`config.mk`:
```
export PLATFORM = sky130hd
export DESIGN_NAME = restoring_integer_divider_unit
export DESIGN_NICKNAME = d
export VERILOG_FILES = /design/src/hw/rtl/rid_pkg.sv /design/src/hw/rtl/rid_dp.sv /design/src/hw/rtl/rid_ctrl.sv /design/src/hw/rtl/restoring_integer_divider_unit.sv
export SDC_FILE = /design/constraint.sdc
export NUM_CORES = 1
export LEC_CHECK = 0
export BUFFER_PORTS_ARGS = -buffer_cell sky130_fd_sc_hd__clkbuf_2
export CORE_UTILIZATION = 44
export CTS_CLUSTER_DIAMETER = 40
export DETAILED_ROUTE_END_ITERATION = 8
export GPL_TIMING_DRIVEN = 0
export PLACE_DENSITY = 0.64
export SLEW_MARGIN = 20
export SYNTH_ARGS = -nofsm -noshare
export SYNTH_HDL_FRONTEND = slang
export SYNTH_HIERARCHICAL = 1
export SYNTH_SLANG_ARGS = --single-unit
```
`constraint.sdc`:
```
create_clock -name clk -period 11.3 [get_ports clk]
set_clock_uncertainty 0.2 [all_clocks]
set_input_delay 2.26 -clock clk [delete_from_list [all_inputs] [get_ports clk]]
set_output_delay 2.26 -clock clk [all_outputs]
set_load 0.01 [all_outputs]
```
`src/hw/rtl/rid_pkg.sv`:
```
// Shared types and constants for the restoring integer divider.
// Used by rid_ctrl, rid_dp and restoring_integer_divider_unit; no dependencies.
package rid_pkg;

	localparam int unsigned DATA_W = 64;
	localparam int unsigned HALF_W = 32;
	localparam int unsigned CNT_W  = 6;

	// operation codes
	localparam logic [1:0] CMD_U32 = 2'd0;
	localparam logic [1:0] CMD_S32 = 2'd1;
	localparam logic [1:0] CMD_U64 = 2'd2;
	localparam logic [1:0] CMD_S64 = 2'd3;

	// fields of the operation code
	localparam int unsigned CMD_SIGNED_BIT = 0;
	localparam int unsigned CMD_WIDE_BIT   = 1;

	// index of the last step for each width
	localparam logic [CNT_W-1:0] TOP_BIT_32 = 6'd31;
	localparam logic [CNT_W-1:0] TOP_BIT_64 = 6'd63;

	typedef enum logic [1:0] {
		ST_IDLE,
		ST_NEG,
		ST_STEP,
		ST_FIX
	} state_t;

	// controller -> datapath
	typedef struct packed {
		logic load;    // capture operands and mode
		logic negate;  // take magnitudes, align dividend
		logic step;    // one shift-subtract step
		logic finish;  // sign fix into the output register
	} dp_cmd_t;

	// datapath -> controller
	typedef struct packed {
		logic wide;
	} dp_status_t;

endpackage

```
`src/hw/rtl/rid_dp.sv`:
```
// Datapath of the restoring integer divider: operand, partial remainder,
// quotient and output registers. Depends on rid_pkg.
module rid_dp (
	input  logic                        clk,
	input  rid_pkg::dp_cmd_t            cmd_ctl,
	input  logic [1:0]                  cmd,
	input  logic [rid_pkg::DATA_W-1:0]  dividend,
	input  logic [rid_pkg::DATA_W-1:0]  divisor,
	output rid_pkg::dp_status_t         status,
	output logic [rid_pkg::DATA_W-1:0]  quotient,
	output logic [rid_pkg::DATA_W-1:0]  remainder
);

	localparam int unsigned W = rid_pkg::DATA_W;
	localparam int unsigned H = rid_pkg::HALF_W;

	logic [W-1:0] n_q, d_q, r_q, q_q;
	logic [W-1:0] quotient_q, remainder_q;
	logic         wide_q, signed_q, a_neg_q, b_neg_q;

	logic         a_neg, b_neg;
	logic [W-1:0] n_abs, d_abs;
	logic         carry, take;
	logic [W-1:0] r_sh, diff, r_next;
	logic [W-1:0] q_fix, r_fix;

	always_comb begin
		a_neg = signed_q & (wide_q ? n_q[W-1] : n_q[H-1]);
		b_neg = signed_q & (wide_q ? d_q[W-1] : d_q[H-1]);
		n_abs = a_neg ? (W'(0) - n_q) : n_q;
		d_abs = b_neg ? (W'(0) - d_q) : d_q;
	end

	// one restoring step; the bit shifted out at the top forces a subtract
	always_comb begin
		carry = wide_q ? r_q[W-1] : r_q[H-1];
		r_sh  = {r_q[W-2:0], n_q[W-1]};
		if (!wide_q) begin
			r_sh[W-1:H] = '0;
		end
		take = carry || (r_sh >= d_q);
		diff = r_sh - d_q;
		if (!take) begin
			r_next = r_sh;
		end else if (wide_q) begin
			r_next = diff;
		end else begin
			r_next = {{(W-H){1'b0}}, diff[H-1:0]};
		end
	end

	always_comb begin
		q_fix = (a_neg_q ^ b_neg_q) ? (W'(0) - q_q) : q_q;
		r_fix = a_neg_q ? (W'(0) - r_q) : r_q;
		if (!wide_q) begin
			q_fix[W-1:H] = '0;
			r_fix[W-1:H] = '0;
		end
	end

	always_ff @(posedge clk) begin
		if (cmd_ctl.load) begin
			wide_q   <= cmd[rid_pkg::CMD_WIDE_BIT];
			signed_q <= cmd[rid_pkg::CMD_SIGNED_BIT];
			n_q      <= cmd[rid_pkg::CMD_WIDE_BIT] ? dividend
			            : {{(W-H){1'b0}}, dividend[H-1:0]};
			d_q      <= cmd[rid_pkg::CMD_WIDE_BIT] ? divisor
			            : {{(W-H){1'b0}}, divisor[H-1:0]};
			r_q      <= '0;
			q_q      <= '0;
		end
		if (cmd_ctl.negate) begin
			a_neg_q <= a_neg;
			b_neg_q <= b_neg;
			// narrow dividend goes to the top so bits always leave from bit W-1
			n_q     <= wide_q ? n_abs : {n_abs[H-1:0], {(W-H){1'b0}}};
			d_q     <= wide_q ? d_abs : {{(W-H){1'b0}}, d_abs[H-1:0]};
		end
		if (cmd_ctl.step) begin
			r_q <= r_next;
			q_q <= {q_q[W-2:0], take};
			n_q <= {n_q[W-2:0], 1'b0};
		end
		if (cmd_ctl.finish) begin
			quotient_q  <= q_fix;
			remainder_q <= r_fix;
		end
	end

	assign status.wide = wide_q;
	assign quotient    = quotient_q;
	assign remainder   = remainder_q;

endmodule

```
`src/hw/rtl/rid_ctrl.sv`:
```
// Controller of the restoring integer divider: state machine, step counter
// and output valid flag. Depends on rid_pkg.
module rid_ctrl (
	input  logic                 clk,
	input  logic                 arst_n,
	input  logic                 in_valid,
	output logic                 in_stall,
	output logic                 out_valid,
	input  logic                 out_stall,
	input  rid_pkg::dp_status_t  status,
	output rid_pkg::dp_cmd_t     cmd_ctl
);

	rid_pkg::state_t                state_q, state_d;
	logic [rid_pkg::CNT_W-1:0]      count_q;
	logic                           out_valid_q;
	logic                           out_free, last_step;

	assign out_free  = !out_valid_q || !out_stall;
	assign last_step = count_q == (status.wide ? rid_pkg::TOP_BIT_64 : rid_pkg::TOP_BIT_32);

	always_comb begin
		state_d = state_q;
		case (state_q)
			rid_pkg::ST_IDLE: begin
				if (in_valid) state_d = rid_pkg::ST_NEG;
			end
			rid_pkg::ST_NEG:  state_d = rid_pkg::ST_STEP;
			rid_pkg::ST_STEP: begin
				if (last_step) state_d = rid_pkg::ST_FIX;
			end
			rid_pkg::ST_FIX: begin
				if (out_free) state_d = rid_pkg::ST_IDLE;
			end
			default: state_d = rid_pkg::ST_IDLE;
		endcase
	end

	always_comb begin
		cmd_ctl  = '0;
		in_stall = 1'b1;
		case (state_q)
			rid_pkg::ST_IDLE: begin
				in_stall     = 1'b0;
				cmd_ctl.load = in_valid;
			end
			rid_pkg::ST_NEG:  cmd_ctl.negate = 1'b1;
			rid_pkg::ST_STEP: cmd_ctl.step   = 1'b1;
			rid_pkg::ST_FIX:  cmd_ctl.finish = out_free;
			default: ;
		endcase
	end

	always_ff @(posedge clk or negedge arst_n) begin
		if (!arst_n) begin
			state_q     <= rid_pkg::ST_IDLE;
			count_q     <= '0;
			out_valid_q <= 1'b0;
		end else begin
			state_q <= state_d;
			if (cmd_ctl.negate) begin
				count_q <= '0;
			end else if (cmd_ctl.step) begin
				count_q <= count_q + 1'b1;
			end
			if (cmd_ctl.finish) begin
				out_valid_q <= 1'b1;
			end else if (!out_stall) begin
				out_valid_q <= 1'b0;
			end
		end
	end

	assign out_valid = out_valid_q;

endmodule

```
`src/hw/rtl/restoring_integer_divider_unit.sv`:
```
// Restoring integer divider, top level: 32/64-bit, signed/unsigned.
// Instantiates rid_ctrl and rid_dp; depends on rid_pkg.
//
// Usage:
//   Input channel (in_valid / in_stall) carries cmd, dividend, divisor.
//   cmd: unsigned 32, signed 32, unsigned 64, signed 64. Narrow modes use
//   the low operand halves and return zero-extended 32-bit results.
//   Output channel (out_valid / out_stall) carries quotient, remainder.
//   One transaction in gives one transaction out.
//   Steps: accept, magnitude, one shift-subtract step per quotient bit
//   (32 or 64), sign fix into the output register.
//   No new transaction is taken until the previous one has finished;
//   the shift-subtract loop runs through one 64-bit subtractor.
//   The result sits in an output register, so a new transaction is taken
//   while the previous result waits. If that result is still stalled when
//   the next one is done, the block waits in its sign-fix state.
//   Zero divisor gives an all-ones magnitude quotient; signed overflow wraps.
//   Reset (arst_n low) empties the block: out_valid low, in_stall low.
module restoring_integer_divider_unit (
	input  logic                        clk,
	input  logic                        arst_n,
	input  logic                        in_valid,
	output logic                        in_stall,
	input  logic [1:0]                  cmd,
	input  logic [rid_pkg::DATA_W-1:0]  dividend,
	input  logic [rid_pkg::DATA_W-1:0]  divisor,
	output logic                        out_valid,
	input  logic                        out_stall,
	output logic [rid_pkg::DATA_W-1:0]  quotient,
	output logic [rid_pkg::DATA_W-1:0]  remainder
);

	rid_pkg::dp_cmd_t    cmd_ctl;
	rid_pkg::dp_status_t status;

	rid_ctrl u_ctrl (
		.clk       (clk),
		.arst_n    (arst_n),
		.in_valid  (in_valid),
		.in_stall  (in_stall),
		.out_valid (out_valid),
		.out_stall (out_stall),
		.status    (status),
		.cmd_ctl   (cmd_ctl)
	);

	rid_dp u_dp (
		.clk       (clk),
		.cmd_ctl   (cmd_ctl),
		.cmd       (cmd),
		.dividend  (dividend),
		.divisor   (divisor),
		.status    (status),
		.quotient  (quotient),
		.remainder (remainder)
	);

`ifndef SYNTHESIS
	// busy right after a transaction is taken
	a_busy_after_accept: assert property (@(posedge clk) disable iff (!arst_n)
		(in_valid && !in_stall) |=> in_stall)
		else $error("input accepted while previous transaction in flight");

	// never overwrite a result that is still stalled
	a_no_overwrite: assert property (@(posedge clk) disable iff (!arst_n)
		cmd_ctl.finish |-> !(out_valid && out_stall))
		else $error("pending result overwritten");

	// a finished transaction is presented on the next cycle
	a_finish_valid: assert property (@(posedge clk) disable iff (!arst_n)
		cmd_ctl.finish |=> out_valid)
		else $error("finished result not presented");
`endif

endmodule

```
==> impl_metrics.tcl, run 1 <==
set metrics [dict create \
    insertion_delay_ns 0.60 \
    clk_pin_slew_ns 0.05 \
    status "finished, final reports clean" \
    drcViolationCount 0 \
    clkSinkCount 397 \
    dr.pass1.iters 5 \
    ir_drop_mv 0.1768 \
    hold_class "reg -> reg" \
    holdPathEnd "u_ctrl/count_q[5]" \
    holdCritStartpoint "u_ctrl/count_q[5]" \
    wire_per_inst_um 20.48 \
    clk_path_buf_depth 3 \
    grt_setup_unrepaired "no" \
    core_area_mm2 0.05650 \
    worst_r2r_path_depth 17 \
    grt_max_degree 55 \
    antenna_found_initial 1 \
    synth-edff-count 387 \
    yosys_warnings 6 \
    io_buffers 263 \
    avgSynthCellArea_um2 9.631 \
    synth-seq-area-share_pct 47.12 \
    fin_hold_ws_ns 0.3796 \
    gp_congestion 0.9776 \
    syn_nets 2824 \
    powerDensity_mw_per_mm2 363.5 \
    mostFrequentLayoutCell "edfxtp_1" \
    finalSetupViolations 0 \
    start_util_pct 44.58 \
    p_leak_uw 0.01152 \
    worstPathRequired_ns 11.39 \
    crit_path_end_kind "flip-flop" \
    fmax_mhz 145.0 \
    regToRegEndpoint "u_dp/r_q[0]" \
    r2r_slack_ns 4.40 \
    tns_ns 0 \
    cts_hold_repair.buffers 0 \
    num_rows 87 \
    grt_use_total_pct 26.54 \
    synth_area_mm2 0.02519 \
    io-pin-count 264 \
    cp-startpoint "u_dp/status" \
    die_w_um 241.2 \
    yosys_most_used_dff "edfxtp_1" \
    syn_inst 2615 \
    cp.arrival_ns 6.99 \
    post_cts_buffers 0 \
    start_kind "flip-flop" \
    post_drt_via_cell_ratio 5.672 \
    ys_async_sr_fraction_pct 2.267 \
    grt_pass1_wl_um 118500 \
    finish.utilization_pct 53.60 \
    r2r_start "u_dp/status" \
    cap_violations 0 \
    cts-resized-gates 0 \
    area_delta_synth_final_pct 20.23 \
    synth_cell_type_count 73 \
    postRouteAntennaNets 0 \
    critPathMaxFanout 10 \
    routed_wl_um 77340 \
    fin_crit_ns 6.898 \
    tightest_slew_ns 1.136 \
    nets 3169 \
    yosys_register_bits 397 \
    slew_viol_final 0 \
    min_period_over_period_pct 61.05 \
    dp_hpwl_um 59000 \
    die_area_mm2 0.05820 \
    cts_inserted_buffers 71 \
    grt.overflow.total 0 \
    hold_violations 0 \
    maxSlewHeadroom_pct 24.27 \
    first_iter_violations 1628 \
    root_buffer "clkbuf_16" \
    via_count 21420 \
    path_class "reg -> reg" \
    first_global_vias 20880 \
    fp.dieH_um 241.2 \
    cts_tree "done" \
    h-tree-depth 3 \
    holdPathStages 2 \
    layout-drive-gt1-share_pct 14.74 \
    layout_common_cells "edfxtp_1 (387), nor2_1 (294), clkbuf_2 (263)" \
]
-- synth_stat cells (all sizes together), types with 4 or more instances --
library cell / count / share of area [%]
mux2i: 15 / 0.60
mux2: 27 / 1.2
nor3: 60 / 1.2
nor2: 294 / 4.4
a211oi: 8 / 0.24
a22oi: 6 / 0.18
o41ai: 16 / 0.66
and2: 102 / 2.5
nor2b: 17 / 0.42
nand3: 42 / 0.83
or3: 38 / 0.98
xor2: 108 / 3.8
or4: 23 / 0.72
nand2b: 14 / 0.38
a221oi: 19 / 0.66
or2: 5 / 0.12
o21ai: 183 / 3.6
and3: 21 / 0.52
o211ai: 9 / 0.27
o31ai: 43 / 1.4
inv: 128 / 1.9
nor4: 40 / 1.0
and4: 4 / 0.14
ha: 74 / 3.7
nand4: 38 / 1.0
a21boi: 9 / 0.27
a31oi: 15 / 0.37
edfxtp: 387 / 46
clkbuf: 111 / 1.7
o221ai: 9 / 0.31
o21a: 6 / 0.18
a21o: 33 / 0.98
a22o: 11 / 0.38
a21oi: 233 / 4.6
dfrtp: 9 / 0.89
nand2: 190 / 2.8
buf: 9 / 0.16
xnor2: 187 / 6.5
o21bai: 18 / 0.54
o31a: 9 / 0.31
o22ai: 18 / 0.45
-- cell families after synthesis --
| logic type | share of synthesized area [%] |
|---|---|
| muxes | 1.803 |
| DFF | 47.12 |
| xor gates and xnor gates | 10.26 |
| and+or+nand+nor | 17.34 |
| adders and majority gates | 3.756 |
| AOI/OAI and AO/OA | 15.97 |
| buffers and inverters | 3.756 |
-- power by group --
part           internal (uW)  leakage, uW  switching [uW]  total, uW
registers               2740      0.00387             693       3440
clock network           1460      0.00122             795       2250
logic                   1970      0.00642            3350       5320
total                   6170       0.0115            4840      11000
-- final cells by class --
type	count	area, um2
Multi-Input combinational cell	1968	12420
Antenna cell	1	2.502
Clock inverter	53	660.6
Timing Repair Buffer	272	1564
Fill cell	5087	26210
Sequential cell	397	11870
Buffer	120	457.9
Inverter	130	488.0
Tap cell	756	945.9
Clock buffer	79	1881
-- worst max path at each step --
stage                                     to  cells past startpoint
after detailed placement         u_dp/r_q[1]                     17
after global routing             u_dp/r_q[0]                     17
final                            u_dp/r_q[0]                     17
after CTS                        u_dp/r_q[1]                     17
after floorplan             u_dp/quotient[0]                      1
after global placement    u_dp/remainder[63]                      2
-- per-layer routing --
| layer | share of wire (%) | GRT usage, % | vias to the layer above |
|---|---|---|---|
| li1 | - | - | 10230 |
| met4 | 2.7 | 9.570 | 0 |
| met5 | 0 | 0 | - |
| met1 | 43 | 35.08 | 10280 |
| met3 | 6.5 | 4.376 | 116 |
| met2 | 47 | 43.85 | 799 |
-- worst max-delay path, cell delays in order, from the launching register on --
cell	delay (ns)
edfxtp_1	0.56
clkbuf_1	0.46
clkbuf_1	0.67
clkbuf_1	0.45
and2_1	0.20
ha_1	0.22
clkbuf_1	0.20
a21o_1	0.21
a21o_1	0.17
a21oi_1	0.21
o221ai_1	0.26
nand2b_1	0.16
and2_1	0.14
o211ai_1	0.10
a21oi_2	0.66
clkbuf_1	0.72
buf_1	0.81
a211oi_1	0.20
-- state kept, by name, indices dropped and copies added, names as in the netlist --
name	cells
u_dp/d_q	64
u_dp/n_q	64
u_dp/q_q	64
u_dp/quotient	64
u_dp/r_q	64
u_dp/remainder	64
u_ctrl/count_q	6
u_ctrl/state_q	2
u_ctrl/out_valid	1
u_dp/a_neg_q	1
u_dp/b_neg_q	1
u_dp/signed_q	1
u_dp/status	1
-- through the flow --
step | worst slack [ns] | area, um2 | power [uW] | cells
2_1_floorplan | 2.165 | 25190 | 6962 | 2615
3_3_place_gp | 0.005295 | 27450 | 8566 | 3634
3_5_place_dp | 4.480 | 27740 | 8690 | 3643
4_1_cts | 4.441 | 30280 | 11000 | 3775
5_1_grt | 4.152 | 30280 | 11740 | 3775
6_report | 4.402 | 30280 | 11010 | 3776
(Power assumes the default switching activity.)
==> run 2, diff against run 1 <==
PLACE_DENSITY = 0.62   (was 0.64)
clock period = 7.2 ns   (was 11.3 ns; I/O delays follow)
==> run 2 against run 1 <==
Combinational power up 57%. Wire length rose by 0.58%. Die area did not move. Clock power rose by 61%. Highest routed layer is now met5. First-iteration DRC count is 4.0% higher. Sequential share of layout area down 0.099 points. Sequential power is 56% higher. Worst hold slack about the same. Maximum frequency rose by 0.16%. Final area grew 0.25%. Largest power group unchanged. Utilization increased by 0.14 points. Flip-flop and latch count is the same.
==> impl_metrics.tcl, run 2 (same netlist as run 1, synthesis figures left out) <==
set metrics [dict create \
    crit_path_end_kind "flip-flop" \
    h-tree-depth 3 \
    maxSlewHeadroom_pct 27.58 \
    mostFrequentLayoutCell "edfxtp_1" \
    layout_common_cells "edfxtp_1 (387), nor2_1 (294), clkbuf_2 (263)" \
    cts-resized-gates 0 \
    die_w_um 241.2 \
    slew_viol_final 0 \
    gp_congestion 0.9565 \
    finish.utilization_pct 53.74 \
    min_period_over_period_pct 95.65 \
    critPathMaxFanout 10 \
    fin_crit_ns 6.887 \
    start_util_pct 44.58 \
    insertion_delay_ns 0.61 \
    finalSetupViolations 0 \
    placed_area_mm2 0.02773 \
    first_iter_violations 1693 \
    dp_hpwl_um 59310 \
    worst_path_max_delay_cell "clkbuf_1" \
    fmax_mhz 145.2 \
    tns_ns 0 \
    io_buffers 263 \
    fin_hold_ws_ns 0.3797 \
    nets 3175 \
    die_area_mm2 0.05820 \
    post_cts_buffers 0 \
    status "finished, final reports clean" \
    postRouteAntennaNets 0 \
    clk_path_buf_depth 3 \
    io-pin-count 264 \
    clkSinkCount 397 \
    cts_inserted_buffers 77 \
    fill_cells 5139 \
    p_leak_uw 0.01156 \
    clk_pin_slew_ns 0.05 \
    grt_use_total_pct 26.58 \
    first_global_vias 20970 \
    core_area_mm2 0.05650 \
    post_drt_via_cell_ratio 5.665 \
    fp.dieH_um 241.2 \
    wire_per_inst_um 20.53 \
    worstPathRequired_ns 7.32 \
    cp_cell_sequence "clkbuf_1 > clkbuf_1 > clkbuf_1 > and2_1 > ha_1 > clkbuf_1 > a21o_1 > a21o_1 > a21oi_1 > o221ai_1 > nand2b_1 > and2_1 > o211ai_1 > a21oi_2 > clkbuf_1 > buf_1 > a211oi_1" \
    hold_class "reg -> reg" \
    powerDensity_mw_per_mm2 571.3 \
    num_rows 87 \
    r2r_slack_ns 0.31 \
    grt_setup_unrepaired "no" \
    area_delta_synth_final_pct 20.54 \
    drcViolationCount 0 \
    dr.pass1.iters 6 \
    max_stage_delay_ns 0.80 \
    root_buffer "clkbuf_16" \
    routed_wl_um 77790 \
    cts_tree "done" \
    grt_pass1_wl_um 118200 \
    cap_violations 0 \
    path_class "reg -> reg" \
    layout-drive-gt1-share_pct 15.01 \
    via_count 21460 \
    crit_top_cell "clkbuf_1" \
    hold_violations 0 \
    cts_hold_repair.buffers 0 \
    grt.overflow.total 0 \
    start_kind "flip-flop" \
    tightest_slew_ns 1.086 \
    antenna_found_initial 1 \
    ir_drop_mv 0.2510 \
    grt_max_degree 54 \
    total_power_uw 17340 \
    fin_area_mm2 0.03036 \
    cp.arrival_ns 7.00 \
]
## run 2: critical path, delay by kind of cell (launching register included)
| kind | cells | cell delay [ns] |
|---|---|---|
| adder cells (fa/ha/maj) | 1 | 0.22 |
| AO/OA/AOI/OAI | 7 | 1.75 |
| buffers and inverters | 6 | 3.34 |
| flip-flops | 1 | 0.56 |
| AND/OR/NAND/NOR | 3 | 0.49 |
## run 2: worst paths after layout
| kind | end | depth (start not counted) | startpoint |
|---|---|---|---|
| setup reg to reg | u_dp/r_q[0] | 17 | u_dp/status |
| hold reg to reg | u_ctrl/count_q[5] | 2 | u_ctrl/count_q[5] |
| min in group asynchronous | u_ctrl/count_q[4] | 1 | arst_n |
| max in group asynchronous | u_ctrl/state_q[0] | 1 | arst_n |
| hold / removal | u_ctrl/count_q[5] | 2 | u_ctrl/count_q[5] |
| setup / recovery | u_dp/r_q[0] | 17 | u_dp/status |
## run 2: layout make-up
type,instances,area (um2),share of cell area [%]
antenna,1,2.502,0.008243
buffer,120,457.9,1.508
timing repair buffer,272,1551,5.111
multi-input combinational,1968,12420,40.90
sequential,397,11870,39.09
tap,756,945.9,3.116
inverter,130,488.0,1.607
clock buffer,79,1934,6.372
clock inverter,65,695.7,2.292
## run 2: through the flow
step | instances | setup slack [ns]
finish | 3788 | 0.3132
global route | 3787 | 0.1284
CTS | 3787 | 0.3769
detailed placement | 3643 | 0.3983
global placement | 3634 | 0.02123
floorplan | 2615 | 1.664
## run 2: metal layers
layer / up-vias / track usage [%] / wire [um]
met3: 152 / 4.136 / 4796
met5: - / 0 / 13
met1: 10210 / 34.92 / 33730
met2: 844 / 43.75 / 36720
met4: 2 / 10.91 / 2527
li1: 10260 / - / -
## run 2: report_power, final
part           switching [uW]  internal (uW)
registers                1080           4310
clock network            1350           2270
logic                    5270           3080
==> run 3, diff against run 2 <==
PLACE_DENSITY = 0.73   (was 0.62)
==> run 3 against run 2 <==
Global-route usage is 0.93 points lower. Setup slack gained 0.38 ns. Non-clock buffer count up 1. Critical path depth unchanged. Die area unchanged. Utilization increased by 0.13 points. Maximum frequency is 5.8% higher. Final area rose by 0.24%. Largest cell class unchanged. Clock-buffer cell count up 2. Power is 0.11% lower.
==> impl_metrics.tcl, run 3 (same netlist as run 1, synthesis figures left out) <==
set metrics [dict create \
    path_class "reg -> reg" \
    stdcell_count 3785 \
    grt_pass1_wl_um 114700 \
    maxSlewHeadroom_pct 31.26 \
    crit_top_cell "clkbuf_1" \
    total_power_uw 17320 \
    crit_path_end_kind "flip-flop" \
    fin_area_mm2 0.03043 \
    finalSetupViolations 0 \
    min_period_over_period_pct 90.42 \
    max_stage_delay_ns 0.77 \
    cts-resized-gates 0 \
    cts_inserted_buffers 76 \
    nets 3175 \
    dpl.cell_count 3644 \
    die_w_um 241.2 \
    dp_hpwl_um 56180 \
    insertion_delay_ns 0.62 \
    via_count 21470 \
    gp_congestion 0.9544 \
    cap_violations 0 \
    area_delta_synth_final_pct 20.83 \
    clk_path_buf_depth 3 \
    placed_area_mm2 0.02774 \
    clkSinkCount 397 \
    first_global_vias 20780 \
    postRouteAntennaNets 0 \
    cp_cell_sequence "clkbuf_1 > clkbuf_1 > clkbuf_1 > and2_1 > ha_1 > clkbuf_1 > a21o_1 > a21o_1 > a21oi_1 > o221ai_1 > nand2b_1 > and2_1 > o211ai_1 > a21oi_2 > clkbuf_1 > buf_1 > a211oi_1" \
    grt_setup_unrepaired "no" \
    cp.arrival_ns 6.63 \
    post_drt_via_cell_ratio 5.672 \
    cp_num_buf_inv 6 \
    die_area_mm2 0.05820 \
    fin_crit_ns 6.511 \
    start_kind "flip-flop" \
    slew_viol_final 0 \
    crit_family "buffers and inverters" \
    worst_path_max_delay_cell "buf_1" \
    status "finished, final reports clean" \
    tns_ns 0 \
    hold_class "reg -> reg" \
    hold_violations 0 \
    layout_common_cells "edfxtp_1 (387), nor2_1 (294), clkbuf_2 (263)" \
    io-pin-count 264 \
    grt_max_degree 56 \
    clk_pin_slew_ns 0.05 \
    mostFrequentLayoutCell "edfxtp_1" \
    start_util_pct 44.58 \
    cts_tree "done" \
    root_buffer "clkbuf_16" \
    worstPathRequired_ns 7.32 \
    io_buffers 263 \
    ir_drop_mv 0.2522 \
    first_iter_violations 2034 \
    post_cts_buffers 0 \
    antenna_found_initial 1 \
    p_leak_uw 0.01158 \
    fmax_mhz 153.6 \
    grt_use_total_pct 25.65 \
    core_area_mm2 0.05650 \
    critPathMaxFanout 10 \
    fp.dieH_um 241.2 \
    layout-drive-gt1-share_pct 15.03 \
    fin_hold_ws_ns 0.3765 \
    tightest_slew_ns 1.031 \
    routed_wl_um 74730 \
    fill_cells 5027 \
    grt.overflow.total 0 \
    num_rows 87 \
    powerDensity_mw_per_mm2 569.3 \
    dr.pass1.iters 6 \
    drcViolationCount 0 \
    cts_hold_repair.buffers 0 \
    wire_per_inst_um 19.74 \
    h-tree-depth 3 \
]
==> run 3: layout make-up <==
| type | instances | area, um2 | area share, % |
|---|---|---|---|
| Multi-Input combinational cell | 1968 | 12420 | 40.80 |
| Sequential cell | 397 | 11870 | 39.00 |
| Clock buffer | 81 | 1942 | 6.381 |
| Timing Repair Buffer | 273 | 1572 | 5.164 |
| Tap cell | 756 | 945.9 | 3.108 |
| Clock inverter | 58 | 738.2 | 2.426 |
| Inverter | 130 | 488.0 | 1.604 |
| Buffer | 120 | 457.9 | 1.505 |
| Antenna cell | 2 | 5.005 | 0.01645 |
==> run 3: report_power, final <==
| part | switching [uW] | internal (uW) | total, uW |
|---|---|---|---|
| Clock | 1310 | 2360 | 3680 |
| Combinational | 5180 | 3090 | 8270 |
| Sequential | 1080 | 4300 | 5380 |
| Total | 7570 | 9760 | 17300 |
==> run 3: final timing paths <==
kind	startpoint	end	slack (ns)	depth (start not counted)
worst max-delay path	u_dp/status	u_dp/r_q[0]	0.69	17
worst min register to register	u_ctrl/count_q[5]	u_ctrl/count_q[5]	0.38	2
min in group asynchronous	arst_n	u_ctrl/state_q[0]	0.49	1
max in group asynchronous	arst_n	u_ctrl/out_valid	6.11	1
worst min-delay path	u_ctrl/count_q[5]	u_ctrl/count_q[5]	0.38	2
worst max register to register	u_dp/status	u_dp/r_q[0]	0.69	17
==> run 3: metrics by stage <==
| stage | setup slack [ns] | util [%] |
|---|---|---|
| 3_3_place_gp | 0.1008 | 48.59 |
| 3_5_place_dp | 0.4800 | 49.10 |
| 2_1_floorplan | 1.664 | - |
| 5_1_grt | 0.4600 | 53.85 |
| 4_1_cts | 0.4155 | 53.85 |
| 6_report | 0.6895 | 53.86 |
==> run 3: worst register-to-register path, delay by kind of cell (launching register included) <==
kind	cells	cell delay, ns
adders and majority gates	1	0.22
AOI/OAI and AO/OA	7	1.64
and+or+nand+nor	3	0.50
DFF	1	0.54
buffers and inverters	6	3.15
==> run 3: per-layer routing <==
metal	share of wire [%]	up-vias	GRT usage, %
li1	-	10250	-
met1	42	10070	33.31
met2	46	975	41.19
met3	9.2	173	6.495
met4	3.4	0	9.570
met5	0	-	0
